## src/sv/srld_pkg.sv

```systemverilog
// Package with the word types and sizing constants of the sprite run-length decoder.
package srld_pkg;

    localparam int unsigned PIXEL_COUNT_DEF = 1024;
    localparam int unsigned INDEX_W         = 10;
    localparam int unsigned CONSUMED_W      = 18;
    localparam int unsigned COUNT_W         = 16;
    localparam int unsigned SUM_W           = COUNT_W + 1;
    localparam int unsigned KEY_SKIP        = 2;

    typedef struct packed {
        logic [7:0] data_byte;
        logic       record_start;
    } t_in_word;

    typedef struct packed {
        logic               pixel_valid;
        logic [INDEX_W-1:0] pixel_index;
        logic [7:0]         red;
        logic [7:0]         green;
        logic [7:0]         blue;
        logic               last;
    } t_out_word;

endpackage

```

## src/sv/sprite_run_length_decoder.sv

```systemverilog
// Sprite run-length decoder: byte-wide record parser that emits colored pixel words and finish words.
// A pixel or finish word is registered and appears on the output in the cycle after its byte is accepted.
// One byte is taken per cycle while o_stall is low; the phase register and counters update on each accepted byte.
// The output register drains while the next byte is accepted; stall passes upstream only
// when a held word is stalled. Synchronous active-low reset returns the parser to idle,
// clears all counters and empties the output register.
module sprite_run_length_decoder #(
    parameter int unsigned PIXEL_COUNT = srld_pkg::PIXEL_COUNT_DEF
) (
    input  logic                i_clk,
    input  logic                i_rst_n,
    input  logic                i_valid,
    input  srld_pkg::t_in_word  i_data,
    output logic                o_stall,
    output logic                o_valid,
    output srld_pkg::t_out_word o_data,
    input  logic                i_stall
);

    localparam int unsigned WPW = $clog2(PIXEL_COUNT + 1);
    localparam logic [WPW-1:0] PC_W = WPW'(PIXEL_COUNT);
    localparam logic [srld_pkg::SUM_W-1:0] PC_S = srld_pkg::SUM_W'(PIXEL_COUNT);

    localparam logic [3:0] PH_IDLE     = 4'd0;
    localparam logic [3:0] PH_KEY      = 4'd1;
    localparam logic [3:0] PH_SIZE_LO  = 4'd2;
    localparam logic [3:0] PH_SIZE_HI  = 4'd3;
    localparam logic [3:0] PH_TRANS_LO = 4'd4;
    localparam logic [3:0] PH_TRANS_HI = 4'd5;
    localparam logic [3:0] PH_COL_LO   = 4'd6;
    localparam logic [3:0] PH_COL_HI   = 4'd7;
    localparam logic [3:0] PH_PIX_R    = 4'd8;
    localparam logic [3:0] PH_PIX_G    = 4'd9;
    localparam logic [3:0] PH_PIX_B    = 4'd10;
    localparam logic [3:0] PH_DONE     = 4'd11;

    logic [3:0]                        r_phase, n_phase;
    logic [1:0]                        r_key_left, n_key_left;
    logic [srld_pkg::COUNT_W-1:0]      r_size, n_size;
    logic [srld_pkg::CONSUMED_W-1:0]   r_consumed, n_consumed;
    logic [WPW-1:0]                    r_wp, n_wp;
    logic [7:0]                        r_low, n_low;
    logic [srld_pkg::COUNT_W-1:0]      r_col_left, n_col_left;
    logic [7:0]                        r_red, n_red;
    logic [7:0]                        r_green, n_green;
    logic                              r_out_valid;
    srld_pkg::t_out_word               r_out, n_out;
    logic                              n_has_out;
    logic                              accept;

    logic [7:0]                        b;
    logic [srld_pkg::COUNT_W-1:0]      word16;
    logic [srld_pkg::CONSUMED_W-1:0]   cons_inc;
    logic [srld_pkg::CONSUMED_W-1:0]   triple;
    logic [srld_pkg::SUM_W-1:0]        trans_sum;
    logic [WPW-1:0]                    wp_inc;
    logic [srld_pkg::COUNT_W-1:0]      col_dec;
    logic                              wp_full;

    assign o_stall = r_out_valid && i_stall;
    assign accept  = i_valid && !o_stall;
    assign o_valid = r_out_valid;
    assign o_data  = r_out;

    assign b         = i_data.data_byte;
    assign word16    = {b, r_low};
    assign cons_inc  = r_consumed + srld_pkg::CONSUMED_W'(1);
    assign triple    = {1'b0, word16, 1'b0} + srld_pkg::CONSUMED_W'(word16);
    assign trans_sum = srld_pkg::SUM_W'(r_wp) + srld_pkg::SUM_W'(word16);
    assign wp_inc    = r_wp + WPW'(1);
    assign col_dec   = r_col_left - srld_pkg::COUNT_W'(1);
    assign wp_full   = (r_wp >= PC_W);

    always_comb begin
        n_phase    = r_phase;
        n_key_left = r_key_left;
        n_size     = r_size;
        n_consumed = r_consumed;
        n_wp       = r_wp;
        n_low      = r_low;
        n_col_left = r_col_left;
        n_red      = r_red;
        n_green    = r_green;
        n_has_out  = 1'b0;
        n_out      = '0;
        if (i_data.record_start) begin
            n_phase    = PH_KEY;
            n_key_left = 2'(srld_pkg::KEY_SKIP);
            n_size     = '0;
            n_consumed = '0;
            n_wp       = '0;
            n_low      = '0;
            n_col_left = '0;
            n_red      = '0;
            n_green    = '0;
        end else begin
            case (r_phase)
                PH_KEY: begin
                    n_key_left = r_key_left - 2'd1;
                    if (n_key_left == 2'd0) begin
                        n_phase = PH_SIZE_LO;
                    end
                end
                PH_SIZE_LO: begin
                    n_low   = b;
                    n_phase = PH_SIZE_HI;
                end
                PH_SIZE_HI: begin
                    n_size = word16;
                    if (word16 == '0 || wp_full) begin
                        n_phase   = PH_DONE;
                        n_has_out = 1'b1;
                        n_out.last = 1'b1;
                    end else begin
                        n_phase = PH_TRANS_LO;
                    end
                end
                PH_TRANS_LO: begin
                    n_consumed = cons_inc;
                    n_low      = b;
                    n_phase    = PH_TRANS_HI;
                end
                PH_TRANS_HI: begin
                    n_consumed = cons_inc;
                    n_wp       = (trans_sum > PC_S) ? PC_W : trans_sum[WPW-1:0];
                    n_phase    = PH_COL_LO;
                end
                PH_COL_LO: begin
                    n_consumed = cons_inc;
                    n_low      = b;
                    n_phase    = PH_COL_HI;
                end
                PH_COL_HI: begin
                    n_consumed = cons_inc;
                    if (word16 == '0 || wp_full) begin
                        n_col_left = '0;
                        if (cons_inc >= srld_pkg::CONSUMED_W'(r_size) || wp_full) begin
                            n_phase    = PH_DONE;
                            n_has_out  = 1'b1;
                            n_out.last = 1'b1;
                        end else begin
                            n_phase = PH_TRANS_LO;
                        end
                    end else begin
                        n_consumed = cons_inc + triple;
                        n_col_left = word16;
                        n_phase    = PH_PIX_R;
                    end
                end
                PH_PIX_R: begin
                    n_red   = b;
                    n_phase = PH_PIX_G;
                end
                PH_PIX_G: begin
                    n_green = b;
                    n_phase = PH_PIX_B;
                end
                PH_PIX_B: begin
                    n_wp              = wp_inc;
                    n_has_out         = 1'b1;
                    n_out.pixel_valid = 1'b1;
                    n_out.pixel_index = srld_pkg::INDEX_W'(r_wp);
                    n_out.red         = r_red;
                    n_out.green       = r_green;
                    n_out.blue        = b;
                    if (col_dec == '0 || wp_inc >= PC_W) begin
                        n_col_left = '0;
                        if (r_consumed >= srld_pkg::CONSUMED_W'(r_size)
                                || wp_inc >= PC_W) begin
                            n_phase    = PH_DONE;
                            n_out.last = 1'b1;
                        end else begin
                            n_phase = PH_TRANS_LO;
                        end
                    end else begin
                        n_col_left = col_dec;
                        n_phase    = PH_PIX_R;
                    end
                end
                default: begin
                    n_phase = r_phase;
                end
            endcase
        end
    end

    always_ff @(posedge i_clk) begin
        if (!i_rst_n) begin
            r_phase     <= PH_IDLE;
            r_key_left  <= '0;
            r_size      <= '0;
            r_consumed  <= '0;
            r_wp        <= '0;
            r_low       <= '0;
            r_col_left  <= '0;
            r_red       <= '0;
            r_green     <= '0;
            r_out_valid <= 1'b0;
        end else begin
            if (accept) begin
                r_phase     <= n_phase;
                r_key_left  <= n_key_left;
                r_size      <= n_size;
                r_consumed  <= n_consumed;
                r_wp        <= n_wp;
                r_low       <= n_low;
                r_col_left  <= n_col_left;
                r_red       <= n_red;
                r_green     <= n_green;
                r_out_valid <= n_has_out;
            end else if (!i_stall) begin
                r_out_valid <= 1'b0;
            end
        end
    end

    always_ff @(posedge i_clk) begin
        if (accept && n_has_out) begin
            r_out <= n_out;
        end
    end

`ifndef SYNTHESIS
    a_finish_only: assert property (@(posedge i_clk) disable iff (!i_rst_n)
        o_valid && !o_data.pixel_valid |-> o_data.last)
        else $error("word without pixel is not a finish word");

    a_wp_bound: assert property (@(posedge i_clk) disable iff (!i_rst_n)
        r_wp <= PC_W)
        else $error("write position beyond pixel count");

    a_pix_count: assert property (@(posedge i_clk) disable iff (!i_rst_n)
        (r_phase == PH_PIX_R || r_phase == PH_PIX_G || r_phase == PH_PIX_B)
        |-> (r_col_left != '0 && !wp_full))
        else $error("pixel phase with no pixels left");

    a_hold_word: assert property (@(posedge i_clk) disable iff (!i_rst_n)
        o_valid && i_stall |=> o_valid && $stable(o_data))
        else $error("stalled output word changed");

    a_done_quiet: assert property (@(posedge i_clk) disable iff (!i_rst_n)
        accept && r_phase == PH_DONE && !i_data.record_start |=> !o_valid)
        else $error("word emitted after finish");
`endif

endmodule
```

## config.mk

```make
export PLATFORM = sky130hd
export DESIGN_NAME = sprite_run_length_decoder
export DESIGN_NICKNAME = d
export VERILOG_FILES = /design/src/sv/srld_pkg.sv /design/src/sv/sprite_run_length_decoder.sv
export SDC_FILE = /design/constraint.sdc
export NUM_CORES = 1
export LEC_CHECK = 0
export BUFFER_PORTS_ARGS = -buffer_cell sky130_fd_sc_hd__clkbuf_2
export CORE_MARGIN = 2
export CORE_UTILIZATION = 53
export DETAILED_ROUTE_END_ITERATION = 12
export PLACE_DENSITY = 0.71
export SKIP_LAST_GASP = 1
export SYNTH_ARGS = -nofsm -noshare
export SYNTH_HDL_FRONTEND = slang
export SYNTH_SLANG_ARGS = --single-unit
```

## constraint.sdc

```tcl
create_clock -name i_clk -period 7.9 [get_ports i_clk]
set_input_delay 0.79 -clock i_clk [delete_from_list [all_inputs] [get_ports i_clk]]
set_output_delay 0.79 -clock i_clk [all_outputs]
set_load 0.1 [all_outputs]
```

==> flow_summary.rst, run 1 <==
.. list-table::
   :header-rows: 1

   * - Metric
     - Value
   * - Total GRT Usage
     - 0.271
   * - Finish-stage setup viols
     - 0
   * - Signal arrival time at the worst endpoint
     - 4.56 ns
   * - Type of the most critical hold path
     - reg2reg
   * - Internal power of the cells
     - 0.00124 W
   * - Result of the run
     - complete, no violations
   * - Gate Count Post-Synth
     - 1105
   * - Number of sinks driven by the clock tree
     - 128
   * - Number of setup buffers added after CTS
     - 0
   * - Total congestion overflow after global routing
     - 0
   * - Drt first-iter violations
     - 575
   * - Antenna diode instance count
     - 0
   * - Post-synthesis async set-or-reset flop share
     - 0
   * - Clock Skew
     - 0.00932 ns
   * - Total DRC errors in the routed layout
     - 0
   * - Setup TNS
     - 0 ns
   * - Number of cell rows
     - 48
   * - WP data required
     - 8.26 ns
   * - Most area-hungry cell type in the Yosys netlist
     - dfxtp_1
   * - Final worst-path cycle share
     - 0.533
   * - WL/cell
     - 17.7 um
   * - Launching element type of the critical path
     - register
   * - Height of the chip
     - 136 um
   * - Half-perimeter wire length after detailed placement
     - 18.0 mm
   * - NumNets Final
     - 1242
   * - Count of input and output buffers
     - 50
   * - Flip-flop and latch count after synthesis
     - 128
   * - Antenna Violating Nets Remaining
     - 0
   * - Uppermost metal layer occupied by signal nets
     - met4
   * - Total placed cells including tap cells
     - 1339
   * - Power share of the combinational group
     - 0.131
   * - Share of the yosys chip area belonging to registers
     - 0.315
   * - Number of vias after detailed routing
     - 8116
   * - Routed Wire Length
     - 24.2 mm
   * - Top Ports
     - 51
   * - Global-route wire length before repair
     - 39.1 mm
   * - Sum of internal, switching and leakage power
     - 0.00173 W
   * - Non-filler instance count after layout
     - 1371
   * - Post-synth design cell area
     - 9270 sq um
   * - Final core area utilization
     - 0.598
   * - Number of H-tree levels
     - 4
   * - Leakage power
     - 4.38 nW
   * - Warnings, synthesis
     - 0
   * - Area of the die
     - 18600 sq um
   * - Final number of max-transition violations
     - 0
   * - Switching power total
     - 0.000491 W
   * - Max-Cap Viols
     - 0
   * - Classification of the worst setup path
     - reg2reg
   * - Slew @ Worst Pin
     - 1.20 ns
   * - Minimum setup slack among reg-to-reg paths
     - 3.69 ns
   * - Final critical path time including I/O delays and setup
     - 4.21 ns
   * - First drt pass iteration count
     - 5
   * - Final Hold Viols
     - 0
   * - Met1 WL
     - 11.0 mm
   * - CP Capture Type
     - register
   * - Width of the die
     - 136 um
   * - Clock Latency Late Sink
     - 0.43 ns
   * - Setup repair after global routing missed its margin
     - false
   * - Vias per cell
     - 5.92
   * - Detailed-routed wire length on met2
     - 11.7 mm
   * - Top FF cell, synth
     - dfxtp_1
   * - Post-synthesis to final-layout area growth
     - 10.9%
   * - CTS Root Buffer Type
     - clkbuf_16
   * - Part of the total power dissipated in sequential elements
     - 0.403
   * - Initial Util
     - 0.539
   * - Share of power burned in the clock network
     - 0.465
   * - Largest fanout of any net on the critical path
     - 8
   * - CORE AREA
     - 17200 sq um
   * - Post-cts resize count
     - 0
   * - Fmax
     - 238 MHz
   * - Fraction of final layout cells sized beyond drive strength 1
     - 0.0916
   * - Layout filler cell count
     - 1577
   * - Number of antenna violations at the first check in global routing
     - 0
   * - Number of distinct standard cells referenced by the synthesized netlist
     - 68
   * - Via count of the first global-routing pass
     - 7628
   * - Largest vdd supply drop
     - 0.145 mV
   * - Mean instance size in the synthesized netlist
     - 8.38 sq um
   * - Clock slew seen by the registers of the worst setup and hold paths
     - 0.07 ns
   * - Share of Yosys cell area claimed by the top area cell type
     - 0.199
   * - Pin count of the biggest net entering global routing
     - 56
   * - Leading cell type in the layout, fill and taps excluded
     - dfxtp_1
   * - Switching share of total power
     - 0.283
   * - Clock buffer depth
     - 2
   * - Top library cells by usage in the layout, fill and taps aside
     - dfxtp_1, nor2_1, inv_1
   * - Dominant cells by area after synthesis
     - dfxtp_1, edfxtp_1, ha_1, nor2_1, fa_1
   * - Routability cong.
     - 0.923
   * - Rel. slew slack
     - 0.195
   * - Hold-fix buffer count after cts
     - 0
   * - Number of nets produced by synthesis
     - 1214
   * - Number of flops mapped to enable cells by yosys
     - 36
   * - Power density relative to cell area
     - 169 nW/um^2
   * - Number of buffers added by the clock tree synthesis step
     - 17
   * - TritonCTS clock tree
     - yes
   * - Amount of wire on met3 after detailed routing
     - 1.10 mm
-- sequential cells by signal (all words and copies together), names as in the netlist --
name,flops
o_data,36
o_valid,1
r_col_left,16
r_consumed,18
r_green,8
r_key_left,2
r_low,8
r_phase,4
r_red,8
r_size,16
r_wp,11
-- layout make-up --
| cell class | count | area (sq um) | area share |
|---|---|---|---|
| clock inverter | 15 | 174 | 0.0169 |
| inverter | 89 | 334 | 0.0325 |
| timing repair buffer | 58 | 310 | 0.0302 |
| multi-input combinational | 839 | 5830 | 0.567 |
| clock buffer | 17 | 425 | 0.0414 |
| sequential | 128 | 2920 | 0.284 |
| tap | 225 | 282 | 0.0274 |
-- cells in the mapped netlist, drive strengths merged, types with 4 or more instances --
cell	instances
dfxtp	92
nor2	91
inv	89
ha	79
o21ai	71
a21oi	67
nand2	66
and2	48
clkbuf	43
nor2b	41
nor3	37
edfxtp	36
nand3	28
xnor2	25
nand2b	19
xor2	18
a21o	17
fa	17
mux2i	16
a211oi	15
nand4	14
a22oi	13
a21boi	11
and3	11
nor4	11
a31oi	10
o211ai	10
o21bai	10
o21a	9
o31ai	8
or3	8
a221oi	6
buf	6
nor3b	6
nand3b	5
o221ai	4
or4	4
-- critical path, stage by stage (launching register included) --
cell      delay [ns]
dfxtp_1         0.48
nand3_1         0.20
or3_1           0.44
xnor2_1         0.25
inv_1           0.08
fa_1            0.49
inv_1           0.04
ha_1            0.35
and3_1          0.19
and3_1          0.16
o21ai_0         0.12
a41oi_1         0.45
o221ai_1        0.23
xor2_1          0.19
or3_1           0.35
o211ai_1        0.10
-- per-stage QoR --
stage / worst slack (ns) / hold WS, ns / instance area (sq um)
2_1_floorplan: 2.28 / 0.433 / 9270
3_3_place_gp: 3.82 / 0.449 / 9680
3_5_place_dp: 3.73 / 0.455 / 9680
4_1_cts: 3.71 / 0.466 / 10300
5_1_grt: 3.32 / 0.503 / 10300
6_report: 3.69 / 0.462 / 10300
-- per-layer routing --
| layer | vias up | track usage |
|---|---|---|
| met5 | - | 0 |
| met4 | 0 | 0.0839 |
| met3 | 37 | 0.0395 |
| met2 | 254 | 0.466 |
| met1 | 3844 | 0.352 |
| li1 | 3981 | - |
-- power groups by stage --
stage | sequential, W | combinational (W) | clock [W]
3_3_place_gp | 0.000713 | 0.000222 | 0
4_1_cts | 0.000699 | 0.000226 | 0.000812
6_report | 0.000700 | 0.000228 | 0.000807
5_1_grt | 0.000701 | 0.000254 | 0.000838
3_5_place_dp | 0.000713 | 0.000224 | 0
2_1_floorplan | 0.000706 | 0.000173 | 0
-- path summary, 6_finish.rpt --
check        cells past startpoint             end           from
max                             15  r_consumed[17]  r_consumed[2]
min                              2   r_key_left[1]  r_key_left[1]
max reg2reg                     15  r_consumed[17]  r_consumed[2]
min reg2reg                      2   r_key_left[1]  r_key_left[1]
-- cell families (layout without fill, tap and decap cells) --
family | Yosys count | count (layout) | share of synthesized area
AOI/OAI and AO/OA | 277 | 277 | 0.194
xor gates and xnor gates | 43 | 43 | 0.0406
adders and majority gates | 96 | 96 | 0.143
buffers and inverters | 138 | 179 | 0.0571
DFF | 128 | 128 | 0.315
muxes | 18 | 18 | 0.0197
and+or+nand+nor | 405 | 405 | 0.229
No activity file was read; power rests on OpenSTA's default activity.
==> inputs of run 2 (changes only) <==
--- a/config.mk
+++ b/config.mk
@@ -5,11 +5,12 @@
 export SDC_FILE = /design/constraint.sdc
 export NUM_CORES = 1
 export LEC_CHECK = 0
+export ABC_AREA = 1
 export BUFFER_PORTS_ARGS = -buffer_cell sky130_fd_sc_hd__clkbuf_2
 export CORE_MARGIN = 2
 export CORE_UTILIZATION = 53
 export DETAILED_ROUTE_END_ITERATION = 12
-export PLACE_DENSITY = 0.71
+export PLACE_DENSITY = 0.73
 export SKIP_LAST_GASP = 1
 export SYNTH_ARGS = -nofsm -noshare
 export SYNTH_HDL_FRONTEND = slang
==> constraint.sdc (replaced) <==
create_clock -name i_clk -period 3.59 [get_ports i_clk]
set_input_delay 0.359 -clock i_clk [delete_from_list [all_inputs] [get_ports i_clk]]
set_output_delay 0.359 -clock i_clk [all_outputs]
set_load 0.1 [all_outputs]
==> run 2 against run 1 <==
  * Combinational power grew to 3.3 times the previous value
  * Non-clock buffer count is 39 higher
  * Utilization rose by 3.8 points
  * Final area grew 11%
  * First-iteration DRC count grew 27%
  * Sequential share of layout area is 2.6 points lower
  * Area after synthesis rose by 3.1%
  * Highest routed layer unchanged
==> flow_summary.rst, run 2 <==
.. list-table::
   :header-rows: 1

   * - Metric
     - Value
   * - Library cell contributing the largest single delay on the critical path
     - dfxtp_1
   * - Number of cell rows
     - 49 (+2.1%)
   * - Non-filler instance count after layout
     - 1716 (+25%)
   * - Longest individual stage delay on the worst path
     - 0.41 ns (-0.08 ns)
   * - NumNets Final
     - 1583 (+27%)
   * - Reg-to-reg startpoint
     - r_consumed[2]
   * - Clock Latency Late Sink
     - 0.43 ns (about the same)
   * - Number of H-tree levels
     - 4 (unchanged)
   * - Clock Skew
     - 0.0124 ns (+0.00311 ns)
   * - Hold Crit Start
     - i_stall
   * - Final Hold Viols
     - 0 (unchanged)
   * - Post-synthesis share of cell area spent on and, or, nand and nor gates
     - 0.264 (+0.0349)
   * - Gate Count Post-Synth
     - 1388 (+26%)
   * - Classification of the worst setup path
     - reg2reg
   * - Setup slack of the critical path after layout
     - 0.0885 ns (-3.60 ns)
   * - Leading post-synthesis cells by instance count
     - nand2_1, inv_1, a21oi_1
   * - CTS Root Buffer Type
     - clkbuf_16
   * - Total non-filler cell area in the finished layout
     - 11400 sq um (+11%)
   * - Number of nets produced by synthesis
     - 1497 (+23%)
   * - Routed Wire Length
     - 27.0 mm (+12%)
   * - Top Ports
     - 51 (unchanged)
   * - WL/cell
     - 15.7 um (-11%)
   * - Finish-stage setup viols
     - 0 (unchanged)
   * - Hold-fix buffer count after cts
     - 0 (unchanged)
   * - Warnings, synthesis
     - 0 (unchanged)
   * - Worst setup timing slack at the placement stage
     - -0.0140 ns (-3.74 ns)
   * - Final worst-path cycle share
     - 0.975 (+0.443)
   * - Adder-cell share of the synthesized area
     - 0.139 (-0.00432)
   * - Cell breakdown of the critical path
     - inv_2 > nor3_4 > nand2_2 > nor2_4 > nand3_4 > or2_1 > xor2_2 > inv_1 > ha_1 > nand4_1 > o21bai_1 > nand2_1 > nand2_1 > nand3_2 > nand3_2 > nand3_2 > nand3_2 > clkinvlp_4 > buf_12 > clkbuf_16
   * - Result of the run
     - complete, no violations
   * - Number of vias after detailed routing
     - 9328 (+15%)
   * - Buffers and inverters on the worst path
     - 5 (+3)
   * - Cell family with the largest share of critical-path delay
     - simple AND/OR/NAND/NOR gates
   * - Endpoint, Worst Hold
     - o_valid
   * - Mean instance size in the synthesized netlist
     - 6.88 sq um (-18%)
   * - Rel. slew slack
     - 0.552 (+0.357)
   * - WP data required
     - 3.74 ns (-4.52 ns)
   * - Total placed cells including tap cells
     - 1673 (+25%)
   * - Width of the die
     - 138 um (+1.5%)
   * - Synthesized-area fraction occupied by ao, oa, aoi and oai cells
     - 0.164 (-0.0306)
   * - Placed Area
     - 10300 sq um (+6.0%)
   * - Final number of max-transition violations
     - 0 (unchanged)
   * - Number of sinks driven by the clock tree
     - 128 (unchanged)
   * - Setup repair after global routing missed its margin
     - true
   * - Drt first-iter violations
     - 731 (+27%)
   * - Main combinational cell family by area after synthesis
     - simple AND/OR/NAND/NOR gates
   * - Clock slew seen by the registers of the worst setup and hold paths
     - 0.06 ns (about the same)
   * - Fraction of final layout cells sized beyond drive strength 1
     - 0.153 (+0.0610)
   * - Signal arrival time at the worst endpoint
     - 3.65 ns (-0.91 ns)
   * - Max-Cap Viols
     - 0 (unchanged)
   * - Top FF cell, synth
     - dfxtp_1
   * - Area of the die
     - 19100 sq um (+3.0%)
   * - Initial Util
     - 0.535 (-0.00396)
   * - Largest vdd supply drop
     - 0.317 mV (+120%)
   * - Number of flip-flops under the largest register name
     - 36 (unchanged)
   * - Global-route wire length before repair
     - 42.9 mm (+9.5%)
   * - Number of distinct standard cells referenced by the synthesized netlist
     - 46 (-32%)
   * - Total congestion overflow after global routing
     - 0 (unchanged)
   * - Final hold slack
     - 0.265 ns (-0.196 ns)
   * - R2r endpoint
     - o_data[32]
   * - Flip-flop and latch count after synthesis
     - 128 (unchanged)
   * - Share of the yosys chip area belonging to registers
     - 0.306 (-0.00950)
   * - Top library cells by usage in the layout, fill and taps aside
     - nand2_1, inv_1, a21oi_1
   * - Proportion of synthesized area in mux cells
     - 0 (-0.0197)
   * - Dominant cells by area after synthesis
     - dfxtp_1, nand2_1, edfxtp_1, ha_1, inv_1
   * - Vias per cell
     - 5.44 (-8.2%)
   * - TritonCTS clock tree
     - yes
   * - Launching element type of the critical path
     - register
   * - Minimum setup slack among reg-to-reg paths
     - 0.09 ns (-3.60 ns)
   * - Count of input and output buffers
     - 50 (unchanged)
   * - First drt pass iteration count
     - 5 (unchanged)
   * - Most area-hungry cell type in the Yosys netlist
     - dfxtp_1
   * - Routability cong.
     - 0.955 (+3.5%)
   * - Leakage power
     - 5.39 nW (+23%)
   * - Height of the chip
     - 138 um (+1.5%)
   * - Post-synthesis async set-or-reset flop share
     - 0 (unchanged)
   * - Worst reg2reg path depth
     - 20 (+5)
   * - Most repeated cell in the gate-level netlist after synthesis
     - nand2_1
   * - Via count of the first global-routing pass
     - 8480 (+11%)
   * - Antenna diode instance count
     - 0 (unchanged)
   * - Post-synth design cell area
     - 9550 sq um (+3.1%)
   * - Total DRC errors in the routed layout
     - 0 (unchanged)
   * - Worst hold path cell count
     - 3 (+1)
   * - Half-perimeter wire length after detailed placement
     - 20.1 mm (+12%)
   * - CP Capture Type
     - register
   * - Post-synthesis to final-layout area growth
     - 18.9%
   * - Leading cell type in the layout, fill and taps excluded
     - nand2_1
   * - Pin count of the biggest net entering global routing
     - 53 (-5.4%)
   * - Total GRT Usage
     - 0.278 (+0.00733)
   * - Number of buffers added by the clock tree synthesis step
     - 17 (unchanged)
   * - Power density relative to cell area
     - 367 nW/um^2 (+120%)
   * - Clock buffer depth
     - 2 (unchanged)
   * - CORE AREA
     - 17800 sq um (+3.9%)
   * - Number of flops mapped to enable cells by yosys
     - 36 (unchanged)
   * - Xor and xnor fraction of the mapped netlist area
     - 0.0229 (-0.0177)
   * - Antenna Violating Nets Remaining
     - 0 (unchanged)
   * - Number of antenna violations at the first check in global routing
     - 0 (unchanged)
   * - Type of the most critical hold path
     - in2reg
   * - Final critical path time including I/O delays and setup
     - 3.50 ns (-0.705 ns)
   * - Slew @ Worst Pin
     - 0.668 ns (-0.537 ns)
   * - Share of Yosys cell area claimed by the top area cell type
     - 0.193 (-0.00599)
   * - Fmax
     - 286 MHz (+20%)
   * - Cell occurring most often along the worst timing path
     - nand3_2
   * - Largest fanout of any net on the critical path
     - 7 (-1)
-- run 2: metal layers --
| metal | share of wire | track usage | up-vias |
|---|---|---|---|
| li1 | - | - | 4679 |
| met5 | 0 | 0 | - |
| met4 | 0.024 | 0.0736 | 0 |
| met2 | 0.47 | 0.472 | 313 |
| met1 | 0.45 | 0.375 | 4286 |
| met3 | 0.058 | 0.0395 | 50 |
-- run 2: through the flow --
| step | util | total power, W | TNS (ns) |
|---|---|---|---|
| after floorplan | - | 0.00209 | 0 |
| after global placement | 0.575 | 0.00227 | 0 |
| after detailed placement | 0.575 | 0.00228 | -0.288 |
| after CTS | 0.611 | 0.00414 | 0 |
| after global routing | 0.637 | 0.00434 | -5.29 |
| final | 0.637 | 0.00417 | 0 |
-- run 2: final cells by class --
cell class | count | area, sq um
clock buffers | 17 | 425
clock inverters | 15 | 196
fillers | 1611 | 6480
inverters | 230 | 867
multi-input cells | 1000 | 5950
flip-flops and latches | 128 | 2930
well taps | 229 | 287
repair buffers | 97 | 701
-- run 2: how the worst max path moves through the flow --
stage	start	cells past startpoint	slack [ns]	to
floorplan	r_consumed[0]	23	0.07	o_data[0]
global placement	r_consumed[1]	20	0.03	r_consumed[14]
detailed placement	r_consumed[1]	24	-0.01	o_data[7]
CTS	r_consumed[1]	20	0.009	r_consumed[17]
global route	r_consumed[2]	23	-0.15	o_data[32]
finish	r_consumed[2]	20	0.09	o_data[32]
-- run 2: logic make-up after synthesis --
family                     Yosys count
and+or+nand+nor                    594
AOI/OAI and AO/OA                  285
buffers and inverters              260
DFF                                128
adders and majority gates           96
xor gates and xnor gates            25
-- run 2: where the power goes --
part           switching (W)  internal (W)
sequential         0.0000373       0.00152
clock               0.000750       0.00112
combinational       0.000487      0.000256
total                0.00127       0.00290
-- run 2: worst register-to-register path, delay by kind of cell, from the launching register on --
family | cells | cell delay, ns
buffers and inverters | 5 | 0.58
adders and majority gates | 1 | 0.32
xor gates and xnor gates | 1 | 0.24
and+or+nand+nor | 12 | 1.50
DFF | 1 | 0.41
AOI/OAI and AO/OA | 1 | 0.19
-- run 2: repair_timing --
action	4_1_cts	5_1_grt
pin swaps	0	21
setup endpoints to repair	39	49
buffers inserted	0	7
gates cloned	0	4
resized for setup	6	66
